### src/hw/rtl/bnc_pkg.sv
// Package for the bracket nesting checker: stack sizing, symbol codes and
// the helper functions that classify a byte. No dependencies.
package bnc_pkg;

   // Stack sizing.
   localparam int STACK_DEPTH = 1024;
   localparam int ADDR_W      = $clog2(STACK_DEPTH);
   localparam int LEVEL_W     = $clog2(STACK_DEPTH + 1);

   // Two-bit codes held on the stack.
   localparam logic [1:0] CODE_ROUND  = 2'd0;
   localparam logic [1:0] CODE_SQUARE = 2'd1;
   localparam logic [1:0] CODE_CURLY  = 2'd2;
   localparam logic [1:0] CODE_OTHER  = 2'd3;

   // ASCII bracket characters.
   localparam logic [7:0] CHAR_ROUND_OPEN   = 8'h28;
   localparam logic [7:0] CHAR_ROUND_CLOSE  = 8'h29;
   localparam logic [7:0] CHAR_SQUARE_OPEN  = 8'h5B;
   localparam logic [7:0] CHAR_SQUARE_CLOSE = 8'h5D;
   localparam logic [7:0] CHAR_CURLY_OPEN   = 8'h7B;
   localparam logic [7:0] CHAR_CURLY_CLOSE  = 8'h7D;

   // One result transaction as it travels from the core to the output buffer.
   typedef struct packed {
      logic valid;
      logic nested;
      logic overflowed;
   } bnc_result_type;

   // Code that a non-closing byte is pushed as.
   function automatic logic [1:0] opener_code(input logic [7:0] byte_val);
      logic [1:0] code;
      case (byte_val)
         CHAR_ROUND_OPEN:  code = CODE_ROUND;
         CHAR_SQUARE_OPEN: code = CODE_SQUARE;
         CHAR_CURLY_OPEN:  code = CODE_CURLY;
         default:          code = CODE_OTHER;
      endcase
      return code;
   endfunction

   // True when the byte is one of the three closing brackets.
   function automatic logic is_closer(input logic [7:0] byte_val);
      return (byte_val == CHAR_ROUND_CLOSE) || (byte_val == CHAR_SQUARE_CLOSE) ||
             (byte_val == CHAR_CURLY_CLOSE);
   endfunction

   // Opener code that a closing bracket must find on top of the stack.
   function automatic logic [1:0] closer_code(input logic [7:0] byte_val);
      logic [1:0] code;
      case (byte_val)
         CHAR_ROUND_CLOSE:  code = CODE_ROUND;
         CHAR_SQUARE_CLOSE: code = CODE_SQUARE;
         CHAR_CURLY_CLOSE:  code = CODE_CURLY;
         default:           code = CODE_OTHER;
      endcase
      return code;
   endfunction

endpackage

### src/hw/rtl/bnc_core.sv
// Stack engine of the bracket nesting checker: opener memory, cached top
// entry, level counter and sticky flags. Depends on bnc_pkg.
module bnc_core (
   input  logic                    clock,
   input  logic                    reset,
   input  logic                    take,
   input  logic [7:0]              symbol,
   input  logic                    symbol_present,
   input  logic                    last_symbol,
   output bnc_pkg::bnc_result_type result
);
   import bnc_pkg::*;

   logic [1:0]         stack_mem [STACK_DEPTH];
   logic [1:0]         rd_data_ff;
   logic [1:0]         top_ff, top_in;
   logic [LEVEL_W-1:0] level_ff, level_in, step_level;
   logic               fail_ff, fail_in, step_fail;
   logic               ovf_ff, ovf_in, step_ovf;
   logic               wr_en;
   logic [1:0]         wr_code;
   logic [ADDR_W-1:0]  rd_addr;
   logic [LEVEL_W-1:0] rd_level;
   logic               closer;

   assign closer = is_closer(symbol);

   // Effect of one symbol on the stack; the entry below the cached top was
   // fetched in the previous cycle and is on rd_data_ff.
   always_comb begin
      step_level = level_ff;
      step_fail  = fail_ff;
      step_ovf   = ovf_ff;
      top_in     = top_ff;
      wr_en      = 1'b0;
      wr_code    = opener_code(symbol);
      if (take && symbol_present) begin
         if (closer) begin
            if (level_ff == '0 || top_ff != closer_code(symbol)) begin
               step_fail = 1'b1;
            end else begin
               step_level = level_ff - LEVEL_W'(1);
               top_in     = rd_data_ff;
            end
         end else if (level_ff >= LEVEL_W'(STACK_DEPTH)) begin
            step_fail = 1'b1;
            step_ovf  = 1'b1;
         end else begin
            wr_en      = 1'b1;
            top_in     = wr_code;
            step_level = level_ff + LEVEL_W'(1);
         end
      end
   end

   // Result on the last item, then the string state clears.
   always_comb begin
      result.valid      = take && last_symbol;
      result.nested     = !step_fail && (step_level == '0);
      result.overflowed = step_ovf;
      level_in          = step_level;
      fail_in           = step_fail;
      ovf_in            = step_ovf;
      if (take && last_symbol) begin
         level_in = '0;
         fail_in  = 1'b0;
         ovf_in   = 1'b0;
      end
   end

   // Prefetch the entry below the next top. It never meets this cycle's write,
   // which goes to the slot above the current top.
   assign rd_level = level_in - LEVEL_W'(2);
   assign rd_addr  = rd_level[ADDR_W-1:0];

   // Opener memory: one write port, one registered read port.
   always_ff @(posedge clock) begin
      if (wr_en) begin
         stack_mem[level_ff[ADDR_W-1:0]] <= wr_code;
      end
      rd_data_ff <= stack_mem[rd_addr];
   end

   // Cached top entry needs no reset; it is read only while the stack holds data.
   always_ff @(posedge clock) begin
      top_ff <= top_in;
   end

   // Control state.
   always_ff @(posedge clock) begin
      if (reset) begin
         level_ff <= '0;
         fail_ff  <= 1'b0;
         ovf_ff   <= 1'b0;
      end else begin
         level_ff <= level_in;
         fail_ff  <= fail_in;
         ovf_ff   <= ovf_in;
      end
   end

`ifndef SYNTHESIS
   // The level never passes the stack size.
   a_level_bound: assert property (@(posedge clock) disable iff (reset)
      level_ff <= LEVEL_W'(STACK_DEPTH))
      else $error("stack level above depth");

   // An overflow is always also a failure.
   a_ovf_fails: assert property (@(posedge clock) disable iff (reset)
      ovf_ff |-> fail_ff)
      else $error("overflow without failure");

   // The last item of a string leaves the state cleared.
   a_last_clears: assert property (@(posedge clock) disable iff (reset)
      take && last_symbol |=> level_ff == '0 && !fail_ff && !ovf_ff)
      else $error("state not cleared after last item");

   // A push never writes beyond the stack.
   a_write_bound: assert property (@(posedge clock) disable iff (reset)
      wr_en |-> level_ff < LEVEL_W'(STACK_DEPTH))
      else $error("push beyond stack depth");
`endif

endmodule

### config.mk
export PLATFORM = sky130hd
export DESIGN_NAME = bnc_core
export DESIGN_NICKNAME = d
export VERILOG_FILES = /design/src/hw/rtl/bnc_pkg.sv /design/src/hw/rtl/bnc_core.sv
export SDC_FILE = /design/constraint.sdc
export NUM_CORES = 2
export LEC_CHECK = 0
export BUFFER_PORTS_ARGS = -buffer_cell sky130_fd_sc_hd__clkbuf_2
export CAP_MARGIN = 5
export CORE_UTILIZATION = 40
export CTS_CLUSTER_SIZE = 25
export DETAILED_ROUTE_END_ITERATION = 8
export PLACE_DENSITY = 0.57
export SLEW_MARGIN = 10
export SYNTH_ARGS = -nofsm -noshare
export SYNTH_HDL_FRONTEND = slang
export SYNTH_SLANG_ARGS = --single-unit
### constraint.sdc
create_clock -name clock -period 60.2 [get_ports clock]
set_clock_uncertainty 0.15 [all_clocks]
set_input_delay 0 -clock clock [delete_from_list [all_inputs] [get_ports clock]]
set_output_delay 0 -clock clock [all_outputs]
set_load 0.01 [all_outputs]
---- After elaboration in Yosys (flattened, before gate mapping) ----
Memory sizes are Yosys's and may differ from the RTL's. A register that Yosys moved wholly into a read port is not among the register bits.
Cells that the tools add are included.
word-level totals
  memory bits (writable) .................. 2,048
  output and inout bits ................... 3
  logic and storage cells ................. 53
  memories ................................ 1
  flip-flop bits (word level) ............. 15
cells by class
  reduce and logical (&&, ||, !) cells .... 11
  magnitude comparators ................... 1
  $add $sub $neg .......................... 3
  eq/ne operators ......................... 9
  multiplexer cells ....................... 24
memories
  memory     depth  width  read ports  clocked after Yosys merged registers in  wr ports  RTL line        text
  stack_mem  1,024  2      1           1                                        1         bnc_core.sv:14  logic [1:0] stack_mem [STACK_DEPTH];
operators by type and width
  kind                   count
  $mux 11                5
  $eq 8x7->1 const B     4
  $logic_not 11->1       2
  $eq 8x6->1 const B     2
  $mux 1                 12
  $pmux 2 s3             2
  $add 11x1->11 const B  1
  $ge 11x11->1 const B   1
  $sub 11x1->11 const B  1
  $mux 2                 5
  $sub 10x2->10 const B  1
  $ne 2x2->1 const B     2
  $logic_and 1x1->1      3
  $logic_or 1x1->1       3
  $reduce_and 3->1       1
  $ne 2x2->1             1
  $reduce_or 2->1        1
  $logic_not 1->1        1

---- Depth between registers and ports, before layout ----
  word-level depth ........................ 12
  gate-level depth with buffers ........... 30
  gate-level depth less buffers ........... 20

---- Least setup slack after synthesis ----
OpenSTA, ideal clock, no wires.
  path type ............................... input port to flip-flop
  start point ............................. input symbol[6]
  end point ............................... memory stack_mem[0][1] (data pin)
  arrival time ............................ 39.796 ns
  cell stages on the path ................. 4
  library setup time ...................... 8.146 ns
  data required time ...................... 51.904 ns
  slack ................................... 12.109 ns
  cell sequence ........................... buf_2 nand4_1 nor2_1 o21ai_0
on the way
  longest elaborated chain between the ends .. 2
  elaborated cells between the ends (all ways) .. 4
  classes of those cells .................. eq/ne (3); mux (1)
ends and longest elaborated chain
  element                                   RTL line        text
  start, declared                           bnc_core.sv:7   input logic [7:0] symbol,
  $eq 8x7->1 or $eq 8x6->1 (tied branches)  bnc_pkg.sv:34   case (byte_val)
  $pmux 2 s3 (*)                            bnc_pkg.sv:34
  net wr_code[1]                            bnc_core.sv:21  logic [1:0] wr_code;
  end, declared                             bnc_core.sv:14
The timed path passes the listed nets; every way through them passes the cells marked *.

---- Final worst setup path ----
  start point ............................. register level_ff[0]
  end point ............................... register rd_data_ff[0], read port of stack_mem
on the way
  longest elaborated chain between the ends .. 7
  elaborated cells between the ends (all ways) .. 11
  classes of those cells .................. add/sub (3); order compare (1); mux (5); reduce/logical (2)
ends and longest elaborated chain
  element                                                RTL line        text
  start, declared                                        bnc_core.sv:17  logic [LEVEL_W-1:0] level_ff, level_in, step_level;
  start signal, assigned                                 bnc_core.sv:96  level_ff <= level_in;
  branches (longest 4 deep; another with $add 11x1->11)  --
  $mux 11 (*)                                            bnc_core.sv:37  if (take && symbol_present) begin
  $mux 11 (*)                                            bnc_core.sv:64  if (take && last_symbol) begin
  $sub 10x2->10 (*)                                      bnc_core.sv:73  assign rd_level = level_in - LEVEL_W'(2);
  end, declared                                          bnc_core.sv:15  logic [1:0] rd_data_ff;
Every way passes the cells marked *.
A chain may end at the register's enable or synchronous reset.

==> results.cfg <==
[status]
outcome = finished with violations
violations = max-capacitance violations

[worst_setup_path]
timing.rr.start = level_ff[0]$_SDFF_PP0_
critPathLaunch = level_ff[0]$_SDFF_PP0_
critPathBufInv = 7
arrival_ps = 9830
crit_type = register to register
cp_max_fo = 70
end_kind = register
start_kind = register
cpMostUsedCell = buf_4
cp.required_ps = 60740
crit_cells = 23
cp_cell_sequence = buf_4, clkinv_1, ha_1, mux2i_1, a22o_1, dlygate4sd3_1, o41a_1, a21oi_4, inv_6, ha_4, inv_8, buf_4, nand2_1, a31o_4, buf_4, o32ai_1, a211oi_1, a211oi_1, nor3_1, nor3_1, nor4_1, nor4_1, o211ai_1
slowest_stage = nor4_1
path_delay_family = buffers and inverters
worstRegToRegCells = 23
crit_path_max_incr_delay_ps = 1130

[logic_synthesis]
synth_fa_ha_area_frac = 0.0007107
syn_inst = 6139
yosys_warnings = 0
ys_types = 107
syn_area_um2 = 88030
ys_async_sr_fraction = 0
yosysMostFrequentCell = edfxtp_1
synth_edf_count = 2050
synthTopCellsByArea = edfxtp_1, mux4_2, nor2_1, nand2_1, mux2i_1
ys_seq_area_frac = 0.7027
yosys.area_share.xor_xnor = 0.001478
yosys.area.top_type_share = 0.6993
synth.avg_cell_area_um2 = 14.34
synth_top_family_by_area = simple AND/OR/NAND/NOR gates
synth_mux_area_frac = 0.08747
ys_ff_latch = 2065
synth_flop_cell = edfxtp_1
synth_compound_area_frac = 0.06986
synth-simple-area-share = 0.1089
synth.net_count = 6157
ys_top_cells_by_count = edfxtp_1, nor2_1, nand2_1, clkbuf_1, mux4_2
synth_area_leader_cell = edfxtp_1

[die]
start_util = 0.4038
ios = 16
die-area_um2 = 222000
dieWidth_um = 471.1
rows = 171
die_y_um = 471.1
coreArea_um2 = 218000

[cts]
cts_buffers = 209
post_cts_buffers = 0
post_cts_resized = 0
htree_levels = 4
clock_latency_ps = 880
clock_sinks = 2065
clkSlewWorstSetupHoldPaths_ps = 70
cts_tree = built
clockBufferDepth = 3
root_buffer = clkbuf_16

[global_routing]
grt_pass1_wl_um = 429300
overflow = 0
grt_start_max_net_pins = 235
grt_usage = 0.2732
grt_pass1_vias = 55489
grt_antenna_before_repair = 17

[cells_and_area]
area_growth_pct = 11.20
fin_util = 0.4490
drive_gt1_frac = 0.1388
nNetsFinal = 6044
instances_no_fill = 9066
design_area_um2 = 97890

[drt]
detail_route.wl_per_cell_um = 34.01
firstDrtPassIters = 8
wl_um = 308300
drc = 0
drt-vias-per-instance = 6.414
via_count = 58153
dr.first_iter.drc_count = 9377
antenna_left = 0

[placed_design]
dp.cells = 8652
post-place-ws_ps = 51410
dp_hpwl_um = 176800
dpl-instance-area_um2 = 90960
io_buffer_count = 15
gp_congestion = 0.9633

[timing]
max_freq_mhz = 107.7
rsz0062_at_grt = no
setup_violations = 0
period_needed_ps = 9284
fin_tns_setup_ps = 0
fin_hold_ws_ps = 87.49
worst_slew_pin_slew_ps = 1462
hold_violations = 0
fin_ws_ps = 50920
drv_slew = 0
relSlewSlack = 0.01194
period_share = 0.1542

[job]
maxCapViolCount = 1

[power_and_ir_drop]
power.density_nw_per_um2 = 30.82
p_leak_nw = 33.86
vdd_ir_drop_max_mv = 0.03547
power.total_mw = 3.017

[hold_path]
worstHoldStart = symbol[3]
min_path_cells = 6
hp-class = input pin to register
==> sequential cells by signal, indices dropped and copies added, names as in the netlist <==
signal,count
stack_mem,2048
rd_data_ff,2
fail_ff,1
top_ff,2
ovf_ff,1
level_ff,11
==> power by group <==
part | switching (mW) | internal (mW) | total, mW
logic | 0.112 | 0.0463 | 0.159
registers | 0.000651 | 1.56 | 1.56
clock network | 0.565 | 0.734 | 1.30
==> layout make-up <==
cell class	count	area (µm²)
Antenna cell	9	22.52
Clock buffer	261	5625
Clock inverter	127	1110
Fill cell	19292	120100
Inverter	17	78.83
Multi-Input combinational cell	3533	24030
Sequential cell	2065	61860
Tap cell	2854	3571
Timing Repair Buffer	200	1594
==> timing repair <==
item / CTS / global route
hold endpoints to repair: 61 / 0
setup endpoints to repair: 0 / 0
hold buffers: 17 / 0
==> logic make-up (layout without fill, tap and decap cells) <==
kind of cell             after synthesis  count (layout)
flip-flops                          2065            2065
other                                  0               9
buffers and inverters                541             605
adder cells (fa/ha/maj)                5               5
multiplexers                         440             440
AND/OR/NAND/NOR                     2237            2237
XOR/XNOR                              11              11
AO/OA/AOI/OAI                        840             840
==> tightest hold or removal path: cells and delay by family <==
kind	cells	cell delay, ps
buffers and inverters	1	110
AO/OA/AOI/OAI	3	530
AND/OR/NAND/NOR	2	420
==> worst paths after layout <==
kind	to	slack [ps]
worst min register to register	fail_ff$_SDFF_PP0_	360
worst max register to register	rd_data_ff[0]$_DFF_P_	50920
worst max-delay path	rd_data_ff[0]$_DFF_P_	50920
worst min-delay path	level_ff[9]$_SDFF_PP0_	90
==> layer usage <==
layer | GRT usage | routed length (µm) | vias to the layer above
li1 | - | - | 23401
met1 | 0.3766 | 119300 | 29975
met2 | 0.4101 | 137000 | 4087
met3 | 0.05917 | 35520 | 688
met4 | 0.1333 | 16430 | 2
met5 | 0 | 18 | -
==> placed cells by master, fill, tap and decap left out, types with 21 or more instances in the layout <==
master / netlist / layout
mux4_2: 262 / 262
nand3_1: 171 / 152
edfxtp_1: 2050 / 2050
nand4_1: 24 / 24
buf_4: 29 / 161
nor2_1: 1189 / 1180
clkbuf_16: 0 / 217
a211oi_1: 97 / 97
and3_1: 44 / 44
or3_1: 21 / 21
o32ai_1: 26 / 26
a311oi_1: 31 / 30
a2111oi_0: 23 / 23
a21oi_1: 81 / 81
clkbuf_1: 355 / 41
o211ai_1: 44 / 44
nand2b_1: 68 / 68
clkinv_2: 0 / 46
mux2i_1: 164 / 163
a22oi_1: 33 / 33
clkinv_1: 2 / 50
a32oi_1: 40 / 40
o21ai_0: 115 / 113
nand2_1: 476 / 471
o22ai_1: 53 / 53
nor3_1: 136 / 133
a221oi_1: 45 / 45
a31oi_1: 77 / 77
(Power assumes the default switching activity.)
